<file path="src/black_border_detector_defines.svh">
// assertion macros for the black border detector
`ifndef BLACK_BORDER_DETECTOR_DEFINES_SVH
`define BLACK_BORDER_DETECTOR_DEFINES_SVH

`ifndef NO_ASSERTIONS
`define BBD_ASSERT(lbl, clk, rst, prop, msg) \
   lbl: assert property (@(posedge clk) disable iff (rst) prop) else $error(msg);
`define BBD_ASSERT_ALWAYS(lbl, clk, prop, msg) \
   lbl: assert property (@(posedge clk) prop) else $error(msg);
`else
`define BBD_ASSERT(lbl, clk, rst, prop, msg)
`define BBD_ASSERT_ALWAYS(lbl, clk, prop, msg)
`endif

`endif

</file>
<file path="src/bbd_pkg.sv">
// shared types, sizes and constants of the black border detector
package bbd_pkg;

   localparam int MAX_W = 4096;
   localparam int MAX_H = 4096;
   localparam int MAX_WH = (MAX_W > MAX_H) ? MAX_W : MAX_H;

   localparam int X_W = $clog2(MAX_W);
   localparam int Y_W = $clog2(MAX_H);
   localparam int SZ_W = $clog2(MAX_WH + 1);
   localparam int CFG_W = 13;
   localparam int THR_W = 8;
   localparam int PROD_W = THR_W + SZ_W;
   localparam int SUM_W = $clog2(MAX_WH * 255 + 1);

   localparam int PIX_W = 8;
   localparam int GRAY_W = 8;
   localparam int GRAY_ACC_W = 22;
   localparam int GRAY_SHIFT = 14;
   localparam logic [GRAY_ACC_W-1:0] GRAY_R = GRAY_ACC_W'(4899);
   localparam logic [GRAY_ACC_W-1:0] GRAY_G = GRAY_ACC_W'(9617);
   localparam logic [GRAY_ACC_W-1:0] GRAY_B = GRAY_ACC_W'(1868);
   localparam logic [GRAY_ACC_W-1:0] GRAY_RND = GRAY_ACC_W'(8192);

   localparam int OUT_POS_W = 12;
   localparam int OUT_SIZE_W = 13;

   localparam int CSR_IDX_W = 2;
   localparam logic [CSR_IDX_W-1:0] CSR_FRAME_WIDTH = 2'd0;
   localparam logic [CSR_IDX_W-1:0] CSR_FRAME_HEIGHT = 2'd1;
   localparam logic [CSR_IDX_W-1:0] CSR_DARK_LEVEL = 2'd2;

   localparam logic [CFG_W-1:0] FRAME_WIDTH_RST = 13'd640;
   localparam logic [CFG_W-1:0] FRAME_HEIGHT_RST = 13'd480;
   localparam logic [THR_W-1:0] DARK_LEVEL_RST = 8'd16;

   localparam int FIFO_DEPTH = 8;
   localparam int FIFO_PTR_W = $clog2(FIFO_DEPTH);
   localparam int FIFO_CNT_W = $clog2(FIFO_DEPTH + 1);
   localparam int CRED_W = FIFO_CNT_W + 1;

   typedef struct packed {
      logic [PIX_W-1:0] red;
      logic [PIX_W-1:0] green;
      logic [PIX_W-1:0] blue;
   } req_type;

   typedef struct packed {
      logic [OUT_POS_W-1:0]  crop_left;
      logic [OUT_POS_W-1:0]  crop_top;
      logic [OUT_SIZE_W-1:0] crop_width;
      logic [OUT_SIZE_W-1:0] crop_height;
      logic                  bars_found;
   } rsp_type;

   typedef struct packed {
      logic              valid;
      logic [X_W-1:0]    x;
      logic [Y_W-1:0]    y;
      logic              first_row;
      logic              row_end;
      logic              last_row;
      logic [GRAY_W-1:0] gray;
   } s1_type;

   typedef struct packed {
      logic             en;
      logic [X_W-1:0]   addr;
      logic [SUM_W-1:0] data;
   } ram_wr_type;

endpackage

</file>
<file path="src/bbd_front.sv">
// raster position tracking, request stage and gray conversion
`include "black_border_detector_defines.svh"

module bbd_front (
   input  logic                      clock,
   input  logic                      reset,
   input  logic                      accept,
   input  bbd_pkg::req_type          req_data,
   input  logic [bbd_pkg::SZ_W-1:0]  width_eff,
   input  logic [bbd_pkg::SZ_W-1:0]  height_eff,
   output bbd_pkg::s1_type           s1
);

   logic [bbd_pkg::X_W-1:0] x_ff, x_in;
   logic [bbd_pkg::Y_W-1:0] y_ff, y_in;
   logic                    row_end, last_row;

   logic                    valid_ff;
   logic [bbd_pkg::X_W-1:0] x1_ff;
   logic [bbd_pkg::Y_W-1:0] y1_ff;
   logic                    first_row_ff, row_end_ff, last_row_ff;
   bbd_pkg::req_type        pix_ff;

   logic [bbd_pkg::GRAY_ACC_W-1:0] acc;

   always_comb begin
      row_end = bbd_pkg::SZ_W'(x_ff) >= width_eff - bbd_pkg::SZ_W'(1);
      last_row = bbd_pkg::SZ_W'(y_ff) >= height_eff - bbd_pkg::SZ_W'(1);
      x_in = x_ff;
      y_in = y_ff;
      if (accept) begin
         if (row_end) begin
            x_in = '0;
            y_in = last_row ? '0 : y_ff + bbd_pkg::Y_W'(1);
         end else begin
            x_in = x_ff + bbd_pkg::X_W'(1);
         end
      end
   end

   always_ff @(posedge clock) begin
      if (reset) begin
         x_ff <= '0;
         y_ff <= '0;
         valid_ff <= 1'b0;
      end else begin
         x_ff <= x_in;
         y_ff <= y_in;
         valid_ff <= accept;
      end
   end

   always_ff @(posedge clock) begin
      if (accept) begin
         x1_ff <= x_ff;
         y1_ff <= y_ff;
         first_row_ff <= (y_ff == '0);
         row_end_ff <= row_end;
         last_row_ff <= last_row;
         pix_ff <= req_data;
      end
   end

   // bt.601 weights, 14 fractional bits, rounded
   always_comb begin
      acc = bbd_pkg::GRAY_ACC_W'(pix_ff.red) * bbd_pkg::GRAY_R
          + bbd_pkg::GRAY_ACC_W'(pix_ff.green) * bbd_pkg::GRAY_G
          + bbd_pkg::GRAY_ACC_W'(pix_ff.blue) * bbd_pkg::GRAY_B
          + bbd_pkg::GRAY_RND;
      s1.valid = valid_ff;
      s1.x = x1_ff;
      s1.y = y1_ff;
      s1.first_row = first_row_ff;
      s1.row_end = row_end_ff;
      s1.last_row = last_row_ff;
      s1.gray = acc[bbd_pkg::GRAY_SHIFT +: bbd_pkg::GRAY_W];
   end

   `BBD_ASSERT(a_frame_wrap, clock, reset, accept && row_end && last_row |=> x_ff == '0 && y_ff == '0, "position did not return to origin after frame end")

endmodule

</file>
<file path="config.mk">
export PLATFORM = sky130hd
export DESIGN_NAME = bbd_front
export DESIGN_NICKNAME = d
export VERILOG_FILES = /design/src/bbd_pkg.sv /design/src/bbd_front.sv
export VERILOG_INCLUDE_DIRS = /design/src /design/src/src
export SDC_FILE = /design/constraint.sdc
export NUM_CORES = 1
export LEC_CHECK = 0
export ABC_CLOCK_PERIOD_IN_PS = 6800
export BUFFER_PORTS_ARGS = -buffer_cell sky130_fd_sc_hd__buf_4
export CORE_MARGIN = 2
export CORE_UTILIZATION = 40
export CTS_CLUSTER_SIZE = 16
export DETAILED_ROUTE_END_ITERATION = 8
export PLACE_DENSITY = 0.72
export SYNTH_ARGS = -nofsm -noshare
export SYNTH_HDL_FRONTEND = slang
export SYNTH_SLANG_ARGS = --single-unit
</file>
<file path="constraint.sdc">
create_clock -name clock -period 6.8 [get_ports clock]
set_input_delay 0.68 -clock clock [delete_from_list [all_inputs] [get_ports clock]]
set_output_delay 0.68 -clock clock [all_outputs]
set_load 0.05 [all_outputs]
</file>
==> summary.md <==
| Metric | Value |
|---|---|
| First-pass GRT wire length | `32690 um` |
| Area occupied by multi-input gates | `6470 sq um` |
| Max_cap viols | `0` |
| Worst R2R Path Depth | `8` |
| Max clock buf depth | `2` |
| Multiplexer area fraction after synthesis | `0%` |
| Fin worst setup slack | `-1.040 ns` |
| Clock skew | `0.01148 ns` |
| Initial DRC Count | `200` |
| Main synth FF type | `edfxtp_1` |
| Area grow syn2layout | `24.19%` |
| CTS Buf Count | `9` |
| Type of origin of the critical path | `flop` |
| DP Worst Slack | `-0.8393 ns` |
| Failing checks | `negative setup slack` |
| Top cell type's share of synthesized area | `24.20%` |
| HP Start | `req_data[18]` |
| Die X | `153.1 um` |
| Synthesized area | `8892 sq um` |
| Netlist cell types | `58` |
| RR Endpoint | `y_ff[4]$_SDFFE_PP0P_` |
| Largest family of logic cells by synthesized area | `adder cells` |
| Synth Register Bits | `76` |
| CP endpoint kind | `output port` |
| Yosys warnings | `0` |
| Die H | `153.1 um` |
| Post-Synth Simple-Gate Area | `9.498%` |
| Hold-fix buffers, CTS | `0` |
| Synth top area cells | `ha_1, fa_1, edfxtp_1` |
| Vias | `6385` |
| Final period util | `115.3%` |
| # fillers | `1915` |
| Syn_nets | `1167` |
| Worst min-delay path class | `in2reg` |
| Synthesized area per cell | `10.40 sq um` |
| Worst Path Arrival | `7.16 ns` |
| CTS tree | `built` |
| Final setup viols | `8` |
| Critical R2R Launch | `y_ff[6]$_SDFFE_PP0P_` |
| Initial antenna violation count | `0` |
| Largest net degree at the start of global routing | `62` |
| Async set-or-reset flop fraction in the synthesized netlist | `0%` |
| EDFF count, synth | `51` |
| Worst-path clk slew | `0.07 ns` |
| Initial core utilization | `40.75%` |
| Final wirelength | `19640 um` |
| Fin util | `50.60%` |
| Crit path kind | `reg2out` |
| Seq/Total Area, Yosys | `22.85%` |
| Die Area | `23440 sq um` |
| Number of global-route vias before repair | `6724` |
| Final hold violations | `0` |
| Layout cells sized above 1 | `24.43%` |
| Final ANT Viol Nets | `0` |
| Rel. slew slack | `45.40%` |
| Clock latency on the worst-skew pair | `0.35 ns` |
| WHS Endpoint | `pix_ff[18]$_DFFE_PP_` |
| Synth Area in Adders | `43.79%` |
| Wire per inst | `15.30 um` |
| Total GRT Usage | `17.16%` |
| Io pins | `89` |
| Post-synthesis compound-gate area fraction | `8.625%` |
| Register Area | `2032 sq um` |
| Placement Cell Area | `10430 sq um` |
| RSZ-0062 raised after global routing | `yes` |
| Max Clk Rate | `0.1275 GHz` |
| DRC violation count after routing | `0` |
| Worst-margin pin slew | `0.8190 ns` |
| Final instance area | `11040 sq um` |
| Net count, final | `1310` |
| Ant diodes | `0` |
| Largest area contributor in the netlist | `ha_1` |
| WP data required | `6.12 ns` |
| Slew Viols, Final | `0` |
| 1st-pass router iterations | `4` |
| # port buffers | `88` |
| Grt total ovfl | `0` |
| Syn Inst Count | `855` |
| Dpl hpwl | `15610 um` |
| Final Critical Period | `7.840 ns` |
| CTS Sinks | `76` |
| Final Wtd Congestion | `0.8410` |
| Core Region | `21820 sq um` |
| CTS root buffer | `clkbuf_16` |
| Xor and xnor area share after synthesis | `5.825%` |
| Register-to-Register Setup Slack | `4.08 ns` |
| Max FO, Critical Path | `4` |
| Hold Crit Depth | `1` |
| Vias per cell | `4.977` |
| H-Tree Depth | `3` |
| Status | `finished with violations` |
| # rows | `54` |
## cells in the mapped netlist, types with 11 or more instances
cell,number
inv_1,199
ha_1,172
fa_1,87
edfxtp_1,51
xnor2_1,33
nor2_1,30
nand2_1,28
dfxtp_1,25
a21oi_1,23
xor2_1,23
nor3_1,15
nand3_1,13
o21ai_0,12
nor3_2,11
## state kept, by name, indices dropped and copies added, names as in the netlist
register      cells
valid_ff          1
last_row_ff       1
first_row_ff      1
x_ff             12
row_end_ff        1
y1_ff            12
y_ff             12
pix_ff           24
x1_ff            12
## routing by layer
metal | part of all wire, % | vias to the layer above | GRT usage [%]
met4 | 1.2 | 0 | 3.527
li1 | - | 3156 | -
met5 | 0 | - | 0
met1 | 44 | 3078 | 22.63
met3 | 5.1 | 22 | 3.346
met2 | 49 | 129 | 29.44
## worst max-delay path by stage
stage	startpoint	to	slack [ns]
after floorplan	pix_ff[6]$_DFFE_PP_	s1[4]	-0.61
after global placement	pix_ff[6]$_DFFE_PP_	s1[6]	-0.73
after detailed placement	pix_ff[6]$_DFFE_PP_	s1[3]	-0.84
after CTS	pix_ff[6]$_DFFE_PP_	s1[4]	-1.02
after global routing	pix_ff[2]$_DFFE_PP_	s1[6]	-1.31
final	pix_ff[6]$_DFFE_PP_	s1[6]	-1.04
## metrics by stage
stage	TNS, ns	std cells	hold slack [ns]
after floorplan	-4.075	855	0.4564
after global placement	-5.116	1264	0.4864
after detailed placement	-6.203	1264	0.4868
after CTS	-7.931	1281	0.4946
after global routing	-9.818	1283	0.4963
final	-7.967	1283	0.5032
## cells by family (layout without fill, tap and decap cells)
family          after synthesis  in the layout
compound gates               99             99
xor+xnor                     57             57
fa+ha+maj                   259            259
buf+inv                     213            361
flops                        76             76
simple gates                151            151
## final cells by class
class / count / area share [%]
well taps: 280 / 3.172
multi-input cells: 566 / 58.59
clock inverters: 6 / 0.4759
flip-flops and latches: 76 / 18.40
clock buffers: 10 / 2.266
repair buffers: 146 / 10.33
inverters: 199 / 6.764
## layout by cell type (no fill, tap or decap), types with 7 or more instances in the layout
master | Yosys | layout
a21o_1 | 7 | 7
o2111ai_1 | 8 | 8
nor3_2 | 11 | 11
nor2_1 | 30 | 29
nand4_1 | 8 | 8
buf_6 | 2 | 12
xor2_1 | 23 | 20
edfxtp_1 | 51 | 51
dfxtp_1 | 25 | 25
fa_1 | 87 | 85
inv_1 | 199 | 191
ha_4 | 0 | 12
nand3_1 | 13 | 12
clkbuf_16 | 0 | 10
a21oi_1 | 23 | 15
and3_1 | 8 | 8
o21ai_0 | 12 | 12
nand2_1 | 28 | 28
buf_4 | 6 | 134
inv_2 | 0 | 8
nor3_1 | 15 | 15
ha_1 | 172 | 159
xnor2_1 | 33 | 28
## critical path, cell delays in order (launching register included)
cell and delay, ns:
edfxtp_1 0.49, ha_4 0.28, ha_4 0.27, inv_2 0.03
fa_1 0.45, fa_1 0.51, inv_2 0.05, ha_4 0.20
and3b_1 0.18, o21a_1 0.19, o21a_1 0.20, o31a_1 0.27
buf_4 0.15, o41ai_4 0.34, xor2_1 0.23, fa_1 0.48
fa_1 0.48, fa_2 0.60, inv_2 0.05, ha_4 0.21
a21oi_2 0.13, nor2b_1 0.07, a211o_1 0.24, a31o_4 0.23
a21oi_4 0.18, xnor2_4 0.13, buf_6 0.17
## what timing repair did
item / 4_1_cts / 5_1_grt
resized for setup: 22 / 30
pin swaps: 10 / 22
endpoints found under the setup margin: 8 / 8
buffers inserted: 2 / 2
Power is left out: the tool's default activity adds up to more than one toggle a clock period on the data nets, which glitch-free logic cannot reach.
