$ cat config.mk
export PLATFORM = sky130hd
export DESIGN_NAME = bbd_accum
export DESIGN_NICKNAME = d
export VERILOG_FILES = /design/src/bbd_pkg.sv /design/src/bbd_accum.sv
export VERILOG_INCLUDE_DIRS = /design/src /design/src/src
export SDC_FILE = /design/constraint.sdc
export NUM_CORES = 1
export LEC_CHECK = 0
export ABC_AREA = 1
export BUFFER_PORTS_ARGS = -buffer_cell sky130_fd_sc_hd__buf_2
export CAP_MARGIN = 25
export CELL_PAD_IN_SITES_DETAIL_PLACEMENT = 1
export CELL_PAD_IN_SITES_GLOBAL_PLACEMENT = 1
export CORE_UTILIZATION = 43
export DETAILED_ROUTE_END_ITERATION = 16
export PLACE_DENSITY = 0.87
export REMOVE_ABC_BUFFERS = 1
export SKIP_LAST_GASP = 1
export SLEW_MARGIN = 20
export SYNTH_ARGS = -nofsm -noshare
export SYNTH_HDL_FRONTEND = slang
export SYNTH_SLANG_ARGS = --single-unit
$ cat constraint.sdc
create_clock -name clock -period 10 [get_ports clock]
set_input_delay 2 -clock clock [delete_from_list [all_inputs] [get_ports clock]]
set_output_delay 2 -clock clock [all_outputs]
set_load 0.1 [all_outputs]
$ cat src/black_border_detector_defines.svh
// assertion macros for the black border detector
`ifndef BLACK_BORDER_DETECTOR_DEFINES_SVH
`define BLACK_BORDER_DETECTOR_DEFINES_SVH

`ifndef NO_ASSERTIONS
`define BBD_ASSERT(lbl, clk, rst, prop, msg) \
   lbl: assert property (@(posedge clk) disable iff (rst) prop) else $error(msg);
`define BBD_ASSERT_ALWAYS(lbl, clk, prop, msg) \
   lbl: assert property (@(posedge clk) prop) else $error(msg);
`else
`define BBD_ASSERT(lbl, clk, rst, prop, msg)
`define BBD_ASSERT_ALWAYS(lbl, clk, prop, msg)
`endif

`endif

$ cat src/bbd_pkg.sv
// shared types, sizes and constants of the black border detector
package bbd_pkg;

   localparam int MAX_W = 4096;
   localparam int MAX_H = 4096;
   localparam int MAX_WH = (MAX_W > MAX_H) ? MAX_W : MAX_H;

   localparam int X_W = $clog2(MAX_W);
   localparam int Y_W = $clog2(MAX_H);
   localparam int SZ_W = $clog2(MAX_WH + 1);
   localparam int CFG_W = 13;
   localparam int THR_W = 8;
   localparam int PROD_W = THR_W + SZ_W;
   localparam int SUM_W = $clog2(MAX_WH * 255 + 1);

   localparam int PIX_W = 8;
   localparam int GRAY_W = 8;
   localparam int GRAY_ACC_W = 22;
   localparam int GRAY_SHIFT = 14;
   localparam logic [GRAY_ACC_W-1:0] GRAY_R = GRAY_ACC_W'(4899);
   localparam logic [GRAY_ACC_W-1:0] GRAY_G = GRAY_ACC_W'(9617);
   localparam logic [GRAY_ACC_W-1:0] GRAY_B = GRAY_ACC_W'(1868);
   localparam logic [GRAY_ACC_W-1:0] GRAY_RND = GRAY_ACC_W'(8192);

   localparam int OUT_POS_W = 12;
   localparam int OUT_SIZE_W = 13;

   localparam int CSR_IDX_W = 2;
   localparam logic [CSR_IDX_W-1:0] CSR_FRAME_WIDTH = 2'd0;
   localparam logic [CSR_IDX_W-1:0] CSR_FRAME_HEIGHT = 2'd1;
   localparam logic [CSR_IDX_W-1:0] CSR_DARK_LEVEL = 2'd2;

   localparam logic [CFG_W-1:0] FRAME_WIDTH_RST = 13'd640;
   localparam logic [CFG_W-1:0] FRAME_HEIGHT_RST = 13'd480;
   localparam logic [THR_W-1:0] DARK_LEVEL_RST = 8'd16;

   localparam int FIFO_DEPTH = 8;
   localparam int FIFO_PTR_W = $clog2(FIFO_DEPTH);
   localparam int FIFO_CNT_W = $clog2(FIFO_DEPTH + 1);
   localparam int CRED_W = FIFO_CNT_W + 1;

   typedef struct packed {
      logic [PIX_W-1:0] red;
      logic [PIX_W-1:0] green;
      logic [PIX_W-1:0] blue;
   } req_type;

   typedef struct packed {
      logic [OUT_POS_W-1:0]  crop_left;
      logic [OUT_POS_W-1:0]  crop_top;
      logic [OUT_SIZE_W-1:0] crop_width;
      logic [OUT_SIZE_W-1:0] crop_height;
      logic                  bars_found;
   } rsp_type;

   typedef struct packed {
      logic              valid;
      logic [X_W-1:0]    x;
      logic [Y_W-1:0]    y;
      logic              first_row;
      logic              row_end;
      logic              last_row;
      logic [GRAY_W-1:0] gray;
   } s1_type;

   typedef struct packed {
      logic             en;
      logic [X_W-1:0]   addr;
      logic [SUM_W-1:0] data;
   } ram_wr_type;

endpackage

$ cat src/bbd_accum.sv
// column and row sum update, content bounds and result formation
`include "black_border_detector_defines.svh"

module bbd_accum (
   input  logic                        clock,
   input  logic                        reset,
   input  bbd_pkg::s1_type             s1,
   input  logic [bbd_pkg::SUM_W-1:0]   rd_data,
   input  logic [bbd_pkg::PROD_W-1:0]  thr_width,
   input  logic [bbd_pkg::PROD_W-1:0]  thr_height,
   input  logic [bbd_pkg::SZ_W-1:0]    width_eff,
   input  logic [bbd_pkg::SZ_W-1:0]    height_eff,
   output bbd_pkg::ram_wr_type         ram_wr,
   output logic                        push,
   output bbd_pkg::rsp_type            push_data,
   output logic [1:0]                  pending
);

   bbd_pkg::s1_type s2_ff;

   logic                      fwd_valid_ff;
   logic [bbd_pkg::X_W-1:0]   fwd_addr_ff;
   logic [bbd_pkg::SUM_W-1:0] fwd_data_ff;

   logic [bbd_pkg::SUM_W-1:0] row_sum_ff, row_sum_in;
   logic                      row_seen_ff, row_seen_in;
   logic                      col_seen_ff, col_seen_in;
   logic [bbd_pkg::Y_W-1:0]   first_row_ff, first_row_in;
   logic [bbd_pkg::Y_W-1:0]   last_row_ff, last_row_in;
   logic [bbd_pkg::X_W-1:0]   first_col_ff, first_col_in;
   logic [bbd_pkg::X_W-1:0]   last_col_ff, last_col_in;

   logic                      s3_valid_ff;
   logic                      s3_found_ff;
   logic [bbd_pkg::Y_W-1:0]   s3_first_row_ff, s3_last_row_ff;
   logic [bbd_pkg::X_W-1:0]   s3_first_col_ff, s3_last_col_ff;

   logic [bbd_pkg::SUM_W-1:0] base, csum, rsum;
   logic                      col_hit, row_hit, frame_end;

   always_comb begin
      base = (fwd_valid_ff && fwd_addr_ff == s2_ff.x) ? fwd_data_ff : rd_data;
      csum = s2_ff.first_row ? bbd_pkg::SUM_W'(s2_ff.gray)
                             : base + bbd_pkg::SUM_W'(s2_ff.gray);
      rsum = row_sum_ff + bbd_pkg::SUM_W'(s2_ff.gray);
      col_hit = s2_ff.valid && s2_ff.last_row && (bbd_pkg::PROD_W'(csum) > thr_height);
      row_hit = s2_ff.valid && s2_ff.row_end && (bbd_pkg::PROD_W'(rsum) > thr_width);
      frame_end = s2_ff.valid && s2_ff.row_end && s2_ff.last_row;

      col_seen_in = col_seen_ff | col_hit;
      first_col_in = (col_hit && !col_seen_ff) ? s2_ff.x : first_col_ff;
      last_col_in = col_hit ? s2_ff.x : last_col_ff;
      row_seen_in = row_seen_ff | row_hit;
      first_row_in = (row_hit && !row_seen_ff) ? s2_ff.y : first_row_ff;
      last_row_in = row_hit ? s2_ff.y : last_row_ff;
      row_sum_in = row_sum_ff;
      if (s2_ff.valid) begin
         row_sum_in = s2_ff.row_end ? '0 : rsum;
      end

      ram_wr.en = s2_ff.valid;
      ram_wr.addr = s2_ff.x;
      ram_wr.data = csum;
   end

   always_ff @(posedge clock) begin
      if (reset) begin
         s2_ff <= '0;
         fwd_valid_ff <= 1'b0;
         row_sum_ff <= '0;
         row_seen_ff <= 1'b0;
         col_seen_ff <= 1'b0;
         first_row_ff <= '0;
         last_row_ff <= '0;
         first_col_ff <= '0;
         last_col_ff <= '0;
         s3_valid_ff <= 1'b0;
      end else begin
         s2_ff <= s1;
         fwd_valid_ff <= s2_ff.valid;
         s3_valid_ff <= frame_end;
         row_sum_ff <= row_sum_in;
         if (frame_end) begin
            row_seen_ff <= 1'b0;
            col_seen_ff <= 1'b0;
            first_row_ff <= '0;
            last_row_ff <= '0;
            first_col_ff <= '0;
            last_col_ff <= '0;
         end else begin
            row_seen_ff <= row_seen_in;
            col_seen_ff <= col_seen_in;
            first_row_ff <= first_row_in;
            last_row_ff <= last_row_in;
            first_col_ff <= first_col_in;
            last_col_ff <= last_col_in;
         end
      end
   end

   // previous write, not yet visible to the read issued in the same cycle
   always_ff @(posedge clock) begin
      fwd_addr_ff <= s2_ff.x;
      fwd_data_ff <= csum;
   end

   always_ff @(posedge clock) begin
      if (frame_end) begin
         s3_found_ff <= row_seen_in && col_seen_in;
         s3_first_row_ff <= first_row_in;
         s3_last_row_ff <= last_row_in;
         s3_first_col_ff <= first_col_in;
         s3_last_col_ff <= last_col_in;
      end
   end

   always_comb begin
      push = s3_valid_ff;
      pending = {1'b0, frame_end} + {1'b0, s3_valid_ff};
      if (s3_found_ff) begin
         push_data.crop_left = bbd_pkg::OUT_POS_W'(s3_first_col_ff);
         push_data.crop_top = bbd_pkg::OUT_POS_W'(s3_first_row_ff);
         push_data.crop_width = bbd_pkg::OUT_SIZE_W'(s3_last_col_ff)
                              - bbd_pkg::OUT_SIZE_W'(s3_first_col_ff)
                              + bbd_pkg::OUT_SIZE_W'(1);
         push_data.crop_height = bbd_pkg::OUT_SIZE_W'(s3_last_row_ff)
                               - bbd_pkg::OUT_SIZE_W'(s3_first_row_ff)
                               + bbd_pkg::OUT_SIZE_W'(1);
         push_data.bars_found = 1'b1;
      end else begin
         push_data.crop_left = '0;
         push_data.crop_top = '0;
         push_data.crop_width = bbd_pkg::OUT_SIZE_W'(width_eff);
         push_data.crop_height = bbd_pkg::OUT_SIZE_W'(height_eff);
         push_data.bars_found = 1'b0;
      end
   end

   `BBD_ASSERT(a_frame_clear, clock, reset, frame_end |=> !row_seen_ff && !col_seen_ff && row_sum_ff == '0, "frame state not cleared after frame end")

endmodule

==> reports/results.tsv <==
stage	metric	value	unit
synth	synth_cell_types	46	
timing	slew_violations	0	
synth	syn-instance-count	1506	
timing	rsz0062_at_grt	false	
power	p_int	0.00121	W
timing	period_share	71.4	%
detailed_routing	drt_pass1_iterations	4	
die	initial_core_util	43.7	%
grt	grt_pass1_wl	49.0	mm
synth	avgSynthCellArea	7.31	µm²
worst_setup_path	required	8.00	ns
synth	ys_async_sr_fraction	0	%
synth	yosys.cell_count.top_type	nand2_1	
power	vdd_drop_max	0.000105	V
finish	area_growth	16.7	%
die	die_area	26300	µm²
power	clkPwrFrac	36.3	%
synth	synth-edff-count	49	
placed_design	port_buffers	212	
timing	whs	0.414	ns
synth	yosys.area.top_type	dfxtp_1	
worst_setup_path	crit_arrival	5.14	ns
die	die_x	162	µm
clock_tree	root_buffer	clkbuf_16	
synth	synth-seq-area-share	38.8	%
run_status	status	completed	
job	maxCapViolations	0	
placed_design	place_area	12300	µm²
synth	yosysWarningCount	0	
detailed_routing	wl_per_cell	14.7	µm
timing	final.min_clock_period	7.14	ns
worst_setup_path	crit_path_start_kind	flip-flop	
detailed_routing	via_per_inst	4.84	
timing	hold_viol	0	
worst_setup_path	worstSetupPathType	reg -> out	
power	p_total	0.00178	W
detailed_routing	route.detailed.drc	0	
clock_tree	cts.clk_slew.worst_paths	0.07	ns
die	die_h	162	µm
synth	synthTopCellsByArea	dfxtp_1 25%, edfxtp_1 13%, ha_1 12%, nand2_1 12%, inv_1 11%	
power	seq_power_share	46.0	%
clock_tree	tritoncts	yes	
clock_tree	hold_buffers	0	
placed_design	gp_congestion	0.860	
detailed_routing	postRouteWirelength	29.8	mm
timing	finalSetupViolations	0	
synth	yosys-top-cells-count	338 x nand2_1, 314 x inv_1, 153 x nor2_1	
clock_tree	clock_latency	0.43	ns
finish	post-route-util	51.0	%
timing	fin_setup_tns	0	ns
finish	final_nets	1924	
clock_tree	post_cts_resize_count	0	
worst_hold_path	min_path_type	reg -> reg	
power	power.net_switching	0.000568	W
timing	skew	0.0139	ns
grt	antenna_found_initial	1	
timing	max_slew_margin	31.7	%
detailed_routing	ant_nets	0	
worst_setup_path	crit_fanout	12	
synth	ys_seq_elements	189	
finish	nFillCells	3292	
finish	final_area	12800	µm²
clock_tree	cts_buffers	17	
timing	fmax	0.140	GHz
detailed_routing	drt_iter0_drc	504	
grt	grt_max_degree	60	
worst_setup_path	cp-end-kind	output pin	
clock_tree	clk_path_buf_depth	2	
timing	tightest_slew	1.02	ns
synth	synth_top_flop_cell	dfxtp_1	
synth	yosys.area.top_type_share	25.5	%
clock_tree	clock_sinks	189	
detailed_routing	vias	9852	
grt	grt_pass1_vias	10200	
grt	grtUsageTotal	23.4	%
finish	final_layout_size_suffix_gt1_share	17.6	%
power	combPwrFrac	17.7	%
power	powerDensity	138	nW/µm²
die	io-pin-count	213	
power	switching_share	32.0	%
clock_tree	h-tree-depth	4	
grt	grt_overflow_total	0	
power	p_leak	7.27	nW
worst_setup_path	r2r_slack	3.44	ns
die	core_area	25200	µm²
die	rows	58	
placed_design	dpl.hpwl	23.4	mm
synth	netlist_area	11000	µm²
clock_tree	cts_setup_buffers	0	
## power groups by stage
| stage | Sequential, W | Combinational, W | Clock (W) |
|---|---|---|---|
| CTS | 0.000818 | 0.000317 | 0.000661 |
| detailed placement | 0.000836 | 0.000315 | 0 |
| floorplan | 0.000851 | 0.000209 | 0 |
| finish | 0.000818 | 0.000314 | 0.000646 |
| global placement | 0.000835 | 0.000306 | 0 |
| global route | 0.000821 | 0.000341 | 0.000695 |
## per-stage QoR
| step | setup WS, ns | instances |
|---|---|---|
| 2_1_floorplan | 2.05 | 1454 |
| 3_3_place_gp | 3.19 | 2001 |
| 3_5_place_dp | 3.10 | 2001 |
| 4_1_cts | 2.74 | 2033 |
| 5_1_grt | 2.43 | 2035 |
| 6_report | 2.86 | 2036 |
## layout by cell type, fill, tap and decap left out, types with 5 or more instances in the layout
master,Yosys,final
nor3_1,16,16
or2_2,7,7
buf_2,8,212
inv_2,8,8
buf_4,14,5
nand3_1,44,44
dfxtp_1,140,140
inv_6,0,5
edfxtp_1,49,49
xor2_1,16,16
clkbuf_16,0,17
o21ai_0,77,77
nand2_1,338,338
a21oi_1,76,76
a31oi_1,8,8
xnor2_1,12,12
nor2_2,5,5
ha_1,103,103
nand4_1,18,18
nor2_1,153,152
o21ai_1,15,15
inv_1,314,314
nand2_2,15,15
## worst max-delay path: stages (launching register included)
cell and delay, ns:
dfxtp_1 0.44, inv_1 0.10, nand2_1 0.08, nand2_1 0.05, nor2_1 0.08, nand2_1 0.08, nor2_1 0.16, nand2_1 0.34
inv_1 0.49, nor2_1 0.08, nor2_1 0.13, ha_1 0.19, inv_1 0.07, fa_1 0.38, or2_1 0.27, nor2_1 0.13
nor2_1 0.07, o21ai_0 0.26, nand2_1 0.16, nor2_4 0.17, inv_2 0.06, nor2_4 0.10, nand3_1 0.07, a21oi_1 0.25
buf_2 0.49
## metal layers
| layer | routed length, µm | global-route usage [%] | up-vias |
|---|---|---|---|
| met5 | 0 | 0 | - |
| met4 | 563 | 7.55 | 0 |
| met3 | 912 | 2.86 | 39 |
| met2 | 15300 | 43.2 | 178 |
| met1 | 13000 | 27.9 | 4582 |
| li1 | - | - | 5053 |
## sequential cells by signal, summed over array words and instances, names as in the netlist, 13 cells and up
| signal | flops |
|---|---|
| s2_ff | 23 |
| fwd_data_ff | 20 |
| row_sum_ff | 20 |
| ram_wr | 13 |
## cells by family (layout without fill, tap and decap cells)
family                     after synthesis  count (layout)  synth area share (%)
DFF                                    189             189                  38.8
other                                    0               2                     0
buffers and inverters                  374             572                  13.3
xor gates and xnor gates                28              28                  2.23
adders and majority gates              107             107                  12.4
and+or+nand+nor                        611             611                  23.5
AOI/OAI and AO/OA                      197             197                  9.73
## path summary, 6_finish.rpt
kind                            startpoint                  to  cells past startpoint
worst max-delay path            ram_wr[26]          ram_wr[16]                     24
worst max register to register  ram_wr[26]  s3_last_col_ff[10]                     35
worst min register to register  ram_wr[29]      fwd_addr_ff[9]                      0
worst min-delay path            ram_wr[29]      fwd_addr_ff[9]                      0
## layout make-up
class                      count  area [µm²]  area share (%)
tap                          330         413            3.21
timing repair buffer         218        1110            8.67
sequential                   189        4270            33.3
antenna                        2        5.00          0.0390
multi-input combinational    943        5280            41.1
inverter                     322        1210            9.41
clock inverter                15         130            1.01
clock buffer                  17         425            3.31
(Power assumes the default switching activity.)
