$ cat config.mk
export PLATFORM = sky130hd
export DESIGN_NAME = bbd_rsp_fifo
export DESIGN_NICKNAME = d
export VERILOG_FILES = /design/src/bbd_pkg.sv /design/src/bbd_rsp_fifo.sv
export VERILOG_INCLUDE_DIRS = /design/src /design/src/src
export SDC_FILE = /design/constraint.sdc
export NUM_CORES = 1
export LEC_CHECK = 0
export ABC_AREA = 1
export BUFFER_PORTS_ARGS = -buffer_cell sky130_fd_sc_hd__buf_4
export CAP_MARGIN = 0
export CORE_ASPECT_RATIO = 0.9
export CORE_MARGIN = 3
export CORE_UTILIZATION = 60
export DETAILED_ROUTE_END_ITERATION = 10
export PLACE_DENSITY = 0.79
export SLEW_MARGIN = 40
export SYNTH_ARGS = -nofsm -noshare
export SYNTH_HDL_FRONTEND = slang
export SYNTH_SLANG_ARGS = --single-unit
export TNS_END_PERCENT = 30
$ cat constraint.sdc
create_clock -name clock -period 7.15 [get_ports clock]
set_clock_uncertainty 0.1 [all_clocks]
set_input_delay 1.43 -clock clock [delete_from_list [all_inputs] [get_ports clock]]
set_output_delay 1.43 -clock clock [all_outputs]
set_load 0.03 [all_outputs]
$ cat src/black_border_detector_defines.svh
// assertion macros for the black border detector
`ifndef BLACK_BORDER_DETECTOR_DEFINES_SVH
`define BLACK_BORDER_DETECTOR_DEFINES_SVH

`ifndef NO_ASSERTIONS
`define BBD_ASSERT(lbl, clk, rst, prop, msg) \
   lbl: assert property (@(posedge clk) disable iff (rst) prop) else $error(msg);
`define BBD_ASSERT_ALWAYS(lbl, clk, prop, msg) \
   lbl: assert property (@(posedge clk) prop) else $error(msg);
`else
`define BBD_ASSERT(lbl, clk, rst, prop, msg)
`define BBD_ASSERT_ALWAYS(lbl, clk, prop, msg)
`endif

`endif

$ cat src/bbd_pkg.sv
// shared types, sizes and constants of the black border detector
package bbd_pkg;

   localparam int MAX_W = 4096;
   localparam int MAX_H = 4096;
   localparam int MAX_WH = (MAX_W > MAX_H) ? MAX_W : MAX_H;

   localparam int X_W = $clog2(MAX_W);
   localparam int Y_W = $clog2(MAX_H);
   localparam int SZ_W = $clog2(MAX_WH + 1);
   localparam int CFG_W = 13;
   localparam int THR_W = 8;
   localparam int PROD_W = THR_W + SZ_W;
   localparam int SUM_W = $clog2(MAX_WH * 255 + 1);

   localparam int PIX_W = 8;
   localparam int GRAY_W = 8;
   localparam int GRAY_ACC_W = 22;
   localparam int GRAY_SHIFT = 14;
   localparam logic [GRAY_ACC_W-1:0] GRAY_R = GRAY_ACC_W'(4899);
   localparam logic [GRAY_ACC_W-1:0] GRAY_G = GRAY_ACC_W'(9617);
   localparam logic [GRAY_ACC_W-1:0] GRAY_B = GRAY_ACC_W'(1868);
   localparam logic [GRAY_ACC_W-1:0] GRAY_RND = GRAY_ACC_W'(8192);

   localparam int OUT_POS_W = 12;
   localparam int OUT_SIZE_W = 13;

   localparam int CSR_IDX_W = 2;
   localparam logic [CSR_IDX_W-1:0] CSR_FRAME_WIDTH = 2'd0;
   localparam logic [CSR_IDX_W-1:0] CSR_FRAME_HEIGHT = 2'd1;
   localparam logic [CSR_IDX_W-1:0] CSR_DARK_LEVEL = 2'd2;

   localparam logic [CFG_W-1:0] FRAME_WIDTH_RST = 13'd640;
   localparam logic [CFG_W-1:0] FRAME_HEIGHT_RST = 13'd480;
   localparam logic [THR_W-1:0] DARK_LEVEL_RST = 8'd16;

   localparam int FIFO_DEPTH = 8;
   localparam int FIFO_PTR_W = $clog2(FIFO_DEPTH);
   localparam int FIFO_CNT_W = $clog2(FIFO_DEPTH + 1);
   localparam int CRED_W = FIFO_CNT_W + 1;

   typedef struct packed {
      logic [PIX_W-1:0] red;
      logic [PIX_W-1:0] green;
      logic [PIX_W-1:0] blue;
   } req_type;

   typedef struct packed {
      logic [OUT_POS_W-1:0]  crop_left;
      logic [OUT_POS_W-1:0]  crop_top;
      logic [OUT_SIZE_W-1:0] crop_width;
      logic [OUT_SIZE_W-1:0] crop_height;
      logic                  bars_found;
   } rsp_type;

   typedef struct packed {
      logic              valid;
      logic [X_W-1:0]    x;
      logic [Y_W-1:0]    y;
      logic              first_row;
      logic              row_end;
      logic              last_row;
      logic [GRAY_W-1:0] gray;
   } s1_type;

   typedef struct packed {
      logic             en;
      logic [X_W-1:0]   addr;
      logic [SUM_W-1:0] data;
   } ram_wr_type;

endpackage

$ cat src/bbd_rsp_fifo.sv
// result queue in front of the response channel
`include "black_border_detector_defines.svh"

module bbd_rsp_fifo (
   input  logic                             clock,
   input  logic                             reset,
   input  logic                             push,
   input  bbd_pkg::rsp_type                 push_data,
   input  logic                             pop,
   output logic                             out_valid,
   output bbd_pkg::rsp_type                 out_data,
   output logic [bbd_pkg::FIFO_CNT_W-1:0]   count
);

   bbd_pkg::rsp_type                store [bbd_pkg::FIFO_DEPTH];
   logic [bbd_pkg::FIFO_PTR_W-1:0]  wr_ptr_ff, wr_ptr_in;
   logic [bbd_pkg::FIFO_PTR_W-1:0]  rd_ptr_ff, rd_ptr_in;
   logic [bbd_pkg::FIFO_CNT_W-1:0]  count_ff, count_in;

   always_comb begin
      wr_ptr_in = push ? wr_ptr_ff + bbd_pkg::FIFO_PTR_W'(1) : wr_ptr_ff;
      rd_ptr_in = pop ? rd_ptr_ff + bbd_pkg::FIFO_PTR_W'(1) : rd_ptr_ff;
      count_in = count_ff;
      if (push && !pop) begin
         count_in = count_ff + bbd_pkg::FIFO_CNT_W'(1);
      end else if (pop && !push) begin
         count_in = count_ff - bbd_pkg::FIFO_CNT_W'(1);
      end
      out_valid = (count_ff != '0);
      out_data = store[rd_ptr_ff];
      count = count_ff;
   end

   always_ff @(posedge clock) begin
      if (reset) begin
         wr_ptr_ff <= '0;
         rd_ptr_ff <= '0;
         count_ff <= '0;
      end else begin
         wr_ptr_ff <= wr_ptr_in;
         rd_ptr_ff <= rd_ptr_in;
         count_ff <= count_in;
      end
   end

   always_ff @(posedge clock) begin
      if (push) begin
         store[wr_ptr_ff] <= push_data;
      end
   end

   `BBD_ASSERT(a_no_overflow, clock, reset, push && !pop |-> count_ff < bbd_pkg::FIFO_CNT_W'(bbd_pkg::FIFO_DEPTH), "result queue overflow")
   `BBD_ASSERT_ALWAYS(a_reset_empty, clock, reset |=> count_ff == '0, "result queue not empty after reset")

endmodule

==> results.py, run 1 <==
metrics = {
    "finish": {
        "num_antenna_cells": 0,
        "final_cell_mix": "nor2_1 (416), edfxtp_1 (408), nand2_1 (276), o21ai_1 (152), buf_4 (122)",
        "area_growth_pct": 13.6,
        "layout_commonest_cell": "nor2_1",
        "nNetsFinal": 1595,
        "drive_gt1_share_pct": 12.6,
    },
    "placement": {
        "gp_congestion": 0.734,
        "place_hpwl_um": 18500,
        "dp_slack_ns": 2.95,
        "portBuffers": 110,
    },
    "outcome": {
        "status": "finished clean",
    },
    "power": {
        "powerDensity_nw_per_um2": 288,
        "vdd_ir_drop_max_v": 0.000209,
        "power_mw": 5.51,
        "leakage_nw": 7.09,
    },
    "logic_synthesis": {
        "yosysUniqueCellTypes": 25,
        "yosysWarnings": 0,
        "synthTopCellsByArea": "edfxtp_1 (73%), nor2_1 (9.4%), nand2_1 (6.1%)",
        "synth_seq_cells": 421,
        "ys_seq_area_share_pct": 74.1,
        "synth_top_area_cell": "edfxtp_1",
        "netlist.area_leader.share_pct": 72.6,
        "syn_inst": 1443,
        "netlist_area_um2": 16900,
        "avgSynthCellArea_um2": 11.7,
        "synthesis.nets": 1504,
    },
    "cts": {
        "cts_resized": 0,
        "cts_htree_levels": 2,
        "tritoncts": "built",
        "clock_latency_ns": 0.51,
        "cts_buffers": 41,
        "post_cts_buffers": 0,
        "path_clk_slew_ns": 0.06,
        "cts_hold_buf": 0,
        "cts_buffer_depth": 3,
        "root_buffer": "clkbuf_16",
        "cts.sinks": 421,
    },
    "detailed_routing": {
        "drcViolationCount": 0,
        "wirelength_um": 36300,
        "first_iter_violations": 1032,
        "route.met2.wl_um": 17600,
        "drt_first_pass_iters": 5,
        "wire_per_inst_um": 19.0,
        "antenna_left": 0,
        "top_layer": "met5",
        "wl_met3_um": 2710,
        "via_per_inst": 5.66,
        "vias": 10800,
        "wl_met1_um": 15200,
    },
    "sta": {
        "period_share_pct": 67.6,
        "max_freq_mhz": 207,
        "timing.final.ws_setup_ns": 2.32,
        "tightestPinTransition_ns": 0.834,
        "rsz0062_at_grt": "false",
        "final_max_slew_viol_count": 0,
        "maxSlewHeadroom_pct": 44.4,
        "hold_viol": 0,
        "fin_crit_ns": 4.83,
        "tns_ns": 0,
        "setup_viol": 0,
    },
    "floorplanning": {
        "die-area_um2": 30200,
        "die_w_um": 183,
        "rows": 57,
        "coreArea_um2": 27300,
        "pin_count": 111,
        "start_util_pct": 61.8,
        "die_h_um": 165,
    },
    "worst_setup_path": {
        "criticalPathCategory": "reg2out",
        "crit_path_end_kind": "output port",
        "cp_cell_sequence": "inv_6, buf_6, o21ai_0, nand2_1, nand2_1, nand2_1, buf_4",
        "critPathArrivalTime_ns": 3.30,
        "crit_top_cell": "nand2_1",
        "start_kind": "flop",
        "cpPeakStageDelay_ns": 0.64,
        "cp_top_family": "buffers and inverters",
        "crit_slowest_cell": "buf_6",
        "cp.required_ns": 5.62,
        "timing.rr.start": "wr_ptr_ff[0]",
        "cp_max_fo": 108,
        "critical_path_buf_inv_count": 3,
    },
    "worst_hold_path": {
        "hp-start": "rd_ptr_ff[1]",
        "hold_path.class": "reg2reg",
    },
    "global_route": {
        "antenna_found_initial": 1,
        "grt_pass1_wl_um": 56700,
        "grt_max_degree": 109,
        "grt_overflow": 0,
        "grt_pass1_vias": 10800,
        "track_usage_pct": 24.1,
    },
    "run": {
        "drv_cap": 0,
    },
}
## per-stage QoR
stage	instance area (µm²)	instances	utilization [%]	hold WS, ns
floorplan	16900	1443	-	0.357
global placement	17900	1843	65.4	0.367
detailed placement	17900	1845	65.5	0.378
CTS	19200	1915	70.2	0.388
global route	19200	1915	70.2	0.419
finish	19200	1915	70.2	0.389
## where the power goes
part | internal, mW | switching (mW)
combinational | 0.206 | 0.447
sequential | 2.77 | 0.0343
clock | 1.21 | 0.850
## logic make-up (layout without fill, tap and decap cells)
group           after synthesis  count (layout)  share of synthesized area (%)
simple gates                708             708                           15.8
compound gates              213             213                           6.33
flops                       421             421                           74.1
buf+inv                      93             211                           3.13
fa+ha+maj                     6               6                          0.489
xor+xnor                      2               2                          0.104
## sequential cells by signal, summed over array words and instances, names as in the netlist, named ones only
register,count
store,408
count,4
rd_ptr_ff,3
wr_ptr_ff,3
## Yosys cell counts
library cell and number:
buf_1 7, buf_4 7, nand2_1 276, a21oi_1 7
nor2_1 424, clkbuf_2 10, buf_2 29, nor3b_1 1
clkbuf_1 12, inv_2 2, xnor2_1 1, dfxtp_1 13
inv_1 11, ha_1 5, a211oi_1 1, buf_6 14
fa_1 1, or2_2 2, o21ai_1 152, edfxtp_1 408
nor3_1 1, clkinv_1 1, nand3_1 4, xor2_1 1
o21ai_0 53
## cell type report
type | instances | area [µm²]
clock buffer | 50 | 1080
tap | 354 | 443
inverter | 14 | 58.8
clock inverter | 20 | 190
multi-input combinational | 929 | 3900
fill | 1834 | 8140
sequential | 421 | 12500
timing repair buffer | 127 | 980
## final timing paths
path / endpoint / slack [ns] / depth (start not counted)
setup / recovery: out_data[24] / 2.32 / 7
hold / removal: flop / 0.39 / 2
setup reg to reg: store[4][37] / 4.70 / 4
hold reg to reg: flop / 0.39 / 2
## worst min-delay path, cell delays in order (launching register included)
cell and delay (ns):
dfxtp_1 0.31, nand2_1 0.06, a21oi_1 0.07
## metal layers
metal / global-route usage [%] / up-vias
met1: 33.7 / 5245
met2: 39.0 / 416
met3: 4.53 / 74
li1: - / 5111
met5: 0 / -
met4: 7.83 / 2
Power figures use the tool's default switching activity.
==> run 2: changes to the inputs <==
--- a/config.mk
+++ b/config.mk
@@ -6,7 +6,7 @@
 export SDC_FILE = /design/constraint.sdc
 export NUM_CORES = 1
 export LEC_CHECK = 0
-export ABC_AREA = 1
+export ABC_AREA = 0
 export BUFFER_PORTS_ARGS = -buffer_cell sky130_fd_sc_hd__buf_4
 export CAP_MARGIN = 0
 export CORE_ASPECT_RATIO = 0.9
==> constraint.sdc (replaced) <==
create_clock -name clock -period 4.7 [get_ports clock]
set_clock_uncertainty 0.1 [all_clocks]
set_input_delay 0.94 -clock clock [delete_from_list [all_inputs] [get_ports clock]]
set_output_delay 0.94 -clock clock [all_outputs]
set_load 0.03 [all_outputs]
==> results.py, run 2 <==
metrics = {
    "cts": {
        "cts.sinks": 421,
        "root_buffer": "clkbuf_16",
        "cts_resized": 0,
        "cts_htree_levels": 2,
        "cts_buffers": 40,
        "path_clk_slew_ns": 0.06,
        "clock_latency_ns": 0.51,
        "tritoncts": "built",
        "post_cts_buffers": 0,
        "cts_buffer_depth": 3,
        "cts_hold_buf": 0,
    },
    "finish": {
        "instances_no_fill": 1175,
        "layout_commonest_cell": "edfxtp_1",
        "final_cell_mix": "edfxtp_1 (408), buf_4 (124), mux4_2 (102), mux2_2 (52), clkbuf_16 (42)",
        "largest_register_ffs": 408,
        "nNetsFinal": 863,
        "top_register": "store",
        "area_growth_pct": 17.1,
        "nFillCells": 1410,
        "drive_gt1_share_pct": 43.1,
        "final_util_pct": 72.8,
    },
    "power": {
        "vdd_ir_drop_max_v": 0.000332,
        "p_sw_share_pct": 22.4,
        "leakage_nw": 6.03,
        "power_switching_mw": 1.85,
        "powerDensity_nw_per_um2": 444,
        "internal_power_mw": 6.43,
        "power_mw": 8.28,
        "pwr-share-seq_pct": 51.7,
        "power_frac_comb_pct": 10.8,
        "clkPwrFrac_pct": 37.5,
    },
    "worst_setup_path": {
        "cp.required_ns": 3.66,
        "crit_path_end_kind": "output port",
        "critPathArrivalTime_ns": 2.64,
        "criticalPathCategory": "reg2out",
        "r2r_cells": 3,
        "cp_max_fo": 27,
        "start_kind": "flop",
    },
    "logic_synthesis": {
        "synth_common_cells": "edfxtp_1 (408), mux4_2 (102), mux2_2 (52)",
        "async_flop_share_pct": 0,
        "ys_seq_area_share_pct": 78.7,
        "netlist_area_um2": 15900,
        "avgSynthCellArea_um2": 24.2,
        "syn_inst": 657,
        "yosysUniqueCellTypes": 25,
        "netlist.area_leader.share_pct": 77.0,
        "synthTopCellsByArea": "edfxtp_1 (77%), mux4_2 (14%), mux2_2 (3.7%)",
        "synth_edf_count": 408,
        "yosysMostFrequentCell": "edfxtp_1",
        "synthesis.nets": 718,
        "synth_top_area_cell": "edfxtp_1",
        "yosysWarnings": 0,
        "synth_seq_cells": 421,
        "ys.flop_type": "edfxtp_1",
    },
    "placement": {
        "placedCellCount": 1100,
        "place_hpwl_um": 17400,
        "gp_congestion": 0.727,
        "dp_slack_ns": 1.29,
        "portBuffers": 110,
    },
    "global_route": {
        "grt_pass1_vias": 7878,
        "antenna_found_initial": 2,
        "grt_pass1_wl_um": 48800,
        "grt_overflow": 0,
        "grt_max_degree": 58,
        "track_usage_pct": 23.2,
    },
    "sta": {
        "period_share_pct": 78.3,
        "setup_viol": 0,
        "maxSlewHeadroom_pct": 45.7,
        "timing.final.ws_setup_ns": 1.02,
        "max_freq_mhz": 272,
        "hold_viol": 0,
        "rsz0062_at_grt": "false",
        "fin_crit_ns": 3.68,
        "final_max_slew_viol_count": 0,
        "tightestPinTransition_ns": 0.814,
    },
    "detailed_routing": {
        "vias": 7336,
        "first_iter_violations": 689,
        "drt_first_pass_iters": 5,
        "wirelength_um": 31900,
        "drcViolationCount": 0,
        "antenna_left": 0,
        "via_per_inst": 6.24,
        "wire_per_inst_um": 27.1,
    },
    "floorplanning": {
        "pin_count": 111,
        "die_w_um": 178,
        "die_h_um": 160,
        "coreArea_um2": 25600,
        "start_util_pct": 62.1,
        "die-area_um2": 28500,
        "rows": 55,
    },
    "run": {
        "drv_cap": 0,
    },
    "worst_hold_path": {
        "hold_path.class": "reg2reg",
        "hold_path_depth": 2,
    },
    "outcome": {
        "status": "finished clean",
    },
}
[run 2: layout make-up]
class | instances | area [µm²] | share of cell area, %
Antenna cell | 1 | 2.50 | 0.0134
Clock buffer | 46 | 1070 | 5.72
Clock inverter | 26 | 216 | 1.16
Inverter | 2 | 7.51 | 0.0403
Multi-Input combinational cell | 204 | 3270 | 17.5
Sequential cell | 421 | 12500 | 67.2
Tap cell | 342 | 428 | 2.30
Timing Repair Buffer | 133 | 1120 | 6.01
[run 2: per-layer routing]
layer	track usage, %	up-vias	routed length (µm)
met3	5.46	54	2510
met1	33.2	3882	12800
met4	6.07	4	554
li1	-	3068	-
met5	0	-	36
met2	37.1	328	16000
[run 2: path summary, 6_finish.rpt]
check / from / endpoint / slack [ns]
max: flop / out_data[43] / 1.02
min: rd_ptr_ff[1] / flop / 0.43
max reg2reg: wr_ptr_ff[0] / store[7][6] / 2.48
min reg2reg: rd_ptr_ff[1] / flop / 0.43
[run 2: logic make-up after synthesis]
logic type | Yosys count | share of synthesized area [%]
muxes | 157 | 18.3
adders and majority gates | 6 | 0.519
xor gates and xnor gates | 6 | 0.330
buffers and inverters | 32 | 1.20
DFF | 421 | 78.7
AOI/OAI and AO/OA | 4 | 0.149
and+or+nand+nor | 31 | 0.842
[run 2: critical path, cell delays in order (launching register included)]
cell and delay [ns]:
dfxtp_4 0.51, buf_12 0.29, buf_4 0.31, mux4_2 0.55
mux2_2 0.28, buf_4 0.17
[run 2: power by group through the flow]
stage	registers (mW)	logic [mW]	clock network, mW
4_1_cts	4.30	0.877	3.16
3_5_place_dp	4.38	0.868	0
5_1_grt	4.28	0.953	3.32
2_1_floorplan	4.34	0.580	0
6_report	4.28	0.894	3.10
3_3_place_gp	4.37	0.841	0
[run 2: through the flow]
| step | area, µm² | hold slack, ns | TNS, ns |
|---|---|---|---|
| global placement | 17300 | 0.399 | 0 |
| finish | 18600 | 0.431 | 0 |
| detailed placement | 17300 | 0.422 | 0 |
| global route | 18600 | 0.451 | 0 |
| floorplan | 15900 | 0.385 | -22.01 |
| CTS | 18600 | 0.429 | 0 |
==> run 3: changes to the inputs <==
--- a/config.mk
+++ b/config.mk
@@ -6,14 +6,14 @@
 export SDC_FILE = /design/constraint.sdc
 export NUM_CORES = 1
 export LEC_CHECK = 0
-export ABC_AREA = 0
+export ABC_AREA = 1
 export BUFFER_PORTS_ARGS = -buffer_cell sky130_fd_sc_hd__buf_4
 export CAP_MARGIN = 0
 export CORE_ASPECT_RATIO = 0.9
 export CORE_MARGIN = 3
-export CORE_UTILIZATION = 60
+export CORE_UTILIZATION = 54
 export DETAILED_ROUTE_END_ITERATION = 10
-export PLACE_DENSITY = 0.79
+export PLACE_DENSITY = 0.75
 export SLEW_MARGIN = 40
 export SYNTH_ARGS = -nofsm -noshare
 export SYNTH_HDL_FRONTEND = slang
==> constraint.sdc (replaced) <==
create_clock -name clock -period 3.34 [get_ports clock]
set_clock_uncertainty 0.1 [all_clocks]
set_input_delay 0.668 -clock clock [delete_from_list [all_inputs] [get_ports clock]]
set_output_delay 0.668 -clock clock [all_outputs]
set_load 0.03 [all_outputs]
==> results.py, run 3 (synthesis results as in run 1) <==
metrics = {
    "floorplanning": {
        "start_util_pct": 55.7,
        "die-area_um2": 33400,
        "die_w_um": 192,
        "rows": 60,
        "pin_count": 111,
        "die_h_um": 174,
        "coreArea_um2": 30300,
    },
    "sta": {
        "hold_viol": 0,
        "timing.final.ws_setup_ns": 0.334,
        "maxSlewHeadroom_pct": 47.1,
        "max_freq_mhz": 333,
        "tightestPinTransition_ns": 0.793,
        "tns_ns": 0,
        "rsz0062_at_grt": "false",
        "final_max_slew_viol_count": 0,
        "period_share_pct": 90.0,
        "setup_viol": 0,
        "fin_crit_ns": 3.01,
    },
    "detailed_routing": {
        "first_iter_violations": 907,
        "antenna_left": 0,
        "vias": 10700,
        "drcViolationCount": 0,
        "drt_first_pass_iters": 5,
        "wirelength_um": 36800,
        "wire_per_inst_um": 18.6,
        "via_per_inst": 5.44,
    },
    "finish": {
        "num_antenna_cells": 0,
        "final_util_pct": 64.2,
        "instances_no_fill": 1974,
        "largest_register_ffs": 408,
        "nNetsFinal": 1603,
        "multi_input_area_um2": 3900,
        "layout_commonest_cell": "nor2_1",
        "area_growth_pct": 15.4,
        "nFillCells": 2238,
        "regArea_um2": 12500,
        "drive_gt1_share_pct": 12.9,
        "top_register": "store",
        "final_cell_mix": "nor2_1 (416), edfxtp_1 (408), nand2_1 (276), o21ai_1 (152), buf_4 (120)",
    },
    "cts": {
        "cts_htree_levels": 2,
        "tritoncts": "built",
        "cts_buffers": 42,
        "clock_latency_ns": 0.53,
        "path_clk_slew_ns": 0.06,
        "cts_resized": 0,
        "root_buffer": "clkbuf_16",
        "cts_buffer_depth": 3,
        "cts_hold_buf": 0,
        "cts.sinks": 421,
        "post_cts_buffers": 0,
    },
    "run": {
        "drv_cap": 0,
    },
    "worst_setup_path": {
        "critPathArrivalTime_ns": 2.24,
        "crit_path_end_kind": "output port",
        "criticalPathCategory": "reg2out",
        "cp_max_fo": 136,
        "cp.required_ns": 2.57,
        "start_kind": "flop",
    },
    "power": {
        "vdd_ir_drop_max_v": 0.000419,
        "leakage_nw": 7.18,
        "powerDensity_nw_per_um2": 613,
    },
    "global_route": {
        "track_usage_pct": 22.2,
        "grt_pass1_wl_um": 58200,
        "grt_pass1_vias": 10800,
        "grt_max_degree": 137,
        "grt_overflow": 0,
        "antenna_found_initial": 0,
    },
    "placement": {
        "dp_slack_ns": 0.877,
        "gp_congestion": 0.763,
        "placedCellCount": 1901,
        "portBuffers": 110,
        "place_hpwl_um": 19100,
    },
    "outcome": {
        "status": "finished clean",
    },
    "worst_hold_path": {
        "hold_path.class": "in2reg",
    },
}
[run 3: cell count changes in the layout (fill, tap and decap cells not counted), sizes merged, moves of 3 or more]
cell | previous run | this run
nor2 | 19 | 424
nand2 | 4 | 276
o21ai | 0 | 205
mux4 | 102 | 0
mux2 | 52 | 0
inv | 2 | 13
clkbuf | 46 | 56
clkinv | 21 | 13
a21oi | 2 | 7
mux2i | 3 | 0
nand2b | 3 | 0
nand3 | 1 | 4
[run 3: area by class of cell]
class | instances | area share, %
Sequential cell | 421 | 64.3
Multi-Input combinational cell | 929 | 20.0
Timing Repair Buffer | 134 | 6.06
Clock buffer | 56 | 5.99
Inverter | 14 | 0.302
Tap cell | 403 | 2.59
Clock inverter | 17 | 0.783
[run 3: report_power, final]
group / leakage, nW / switching, mW / internal [mW]
clock network: 0.634 / 1.84 / 2.67
registers: 3.82 / 0.0418 / 5.92
logic: 2.73 / 1.00 / 0.473
[run 3: per-stage QoR]
| stage | cell area (µm²) | hold slack (ns) | power (mW) |
|---|---|---|---|
| floorplan | 16900 | 0.357 | 7.04 |
| global placement | 18200 | 0.363 | 7.51 |
| detailed placement | 18200 | 0.392 | 7.55 |
| CTS | 19500 | 0.239 | 12.0 |
| global route | 19500 | 0.248 | 12.4 |
| finish | 19500 | 0.265 | 12.0 |
[run 3: worst max-delay path, cell delays in order (launching register included)]
cell and delay [ns]:
dfxtp_4 0.39, buf_12 0.48, nor2_1 0.13, nor2_1 0.10, o21ai_1 0.08, nand2_1 0.09
nand2_1 0.05, nand2_1 0.16, buf_4 0.18
[run 3: layer usage]
| metal | track usage [%] | up-vias | wire length (µm) | share of wire [%] |
|---|---|---|---|---|
| met3 | 3.60 | 61 | 2620 | 7.1 |
| met2 | 36.3 | 387 | 17700 | 48 |
| met4 | 6.13 | 0 | 701 | 1.9 |
| li1 | - | 5123 | - | - |
| met1 | 31.2 | 5160 | 15700 | 43 |
| met5 | 0 | - | 0 | 0 |
[run 3: worst paths after layout]
check / startpoint / end / slack [ns] / depth (start not counted)
min reg2reg: rd_ptr_ff[1] / flop / 0.40 / 2
max reg2reg: wr_ptr_ff[0] / store[6][35] / 1.39 / 3
max: flop / out_data[38] / 0.33 / 8
min: push_data[1] / store[4][1] / 0.26 / 1
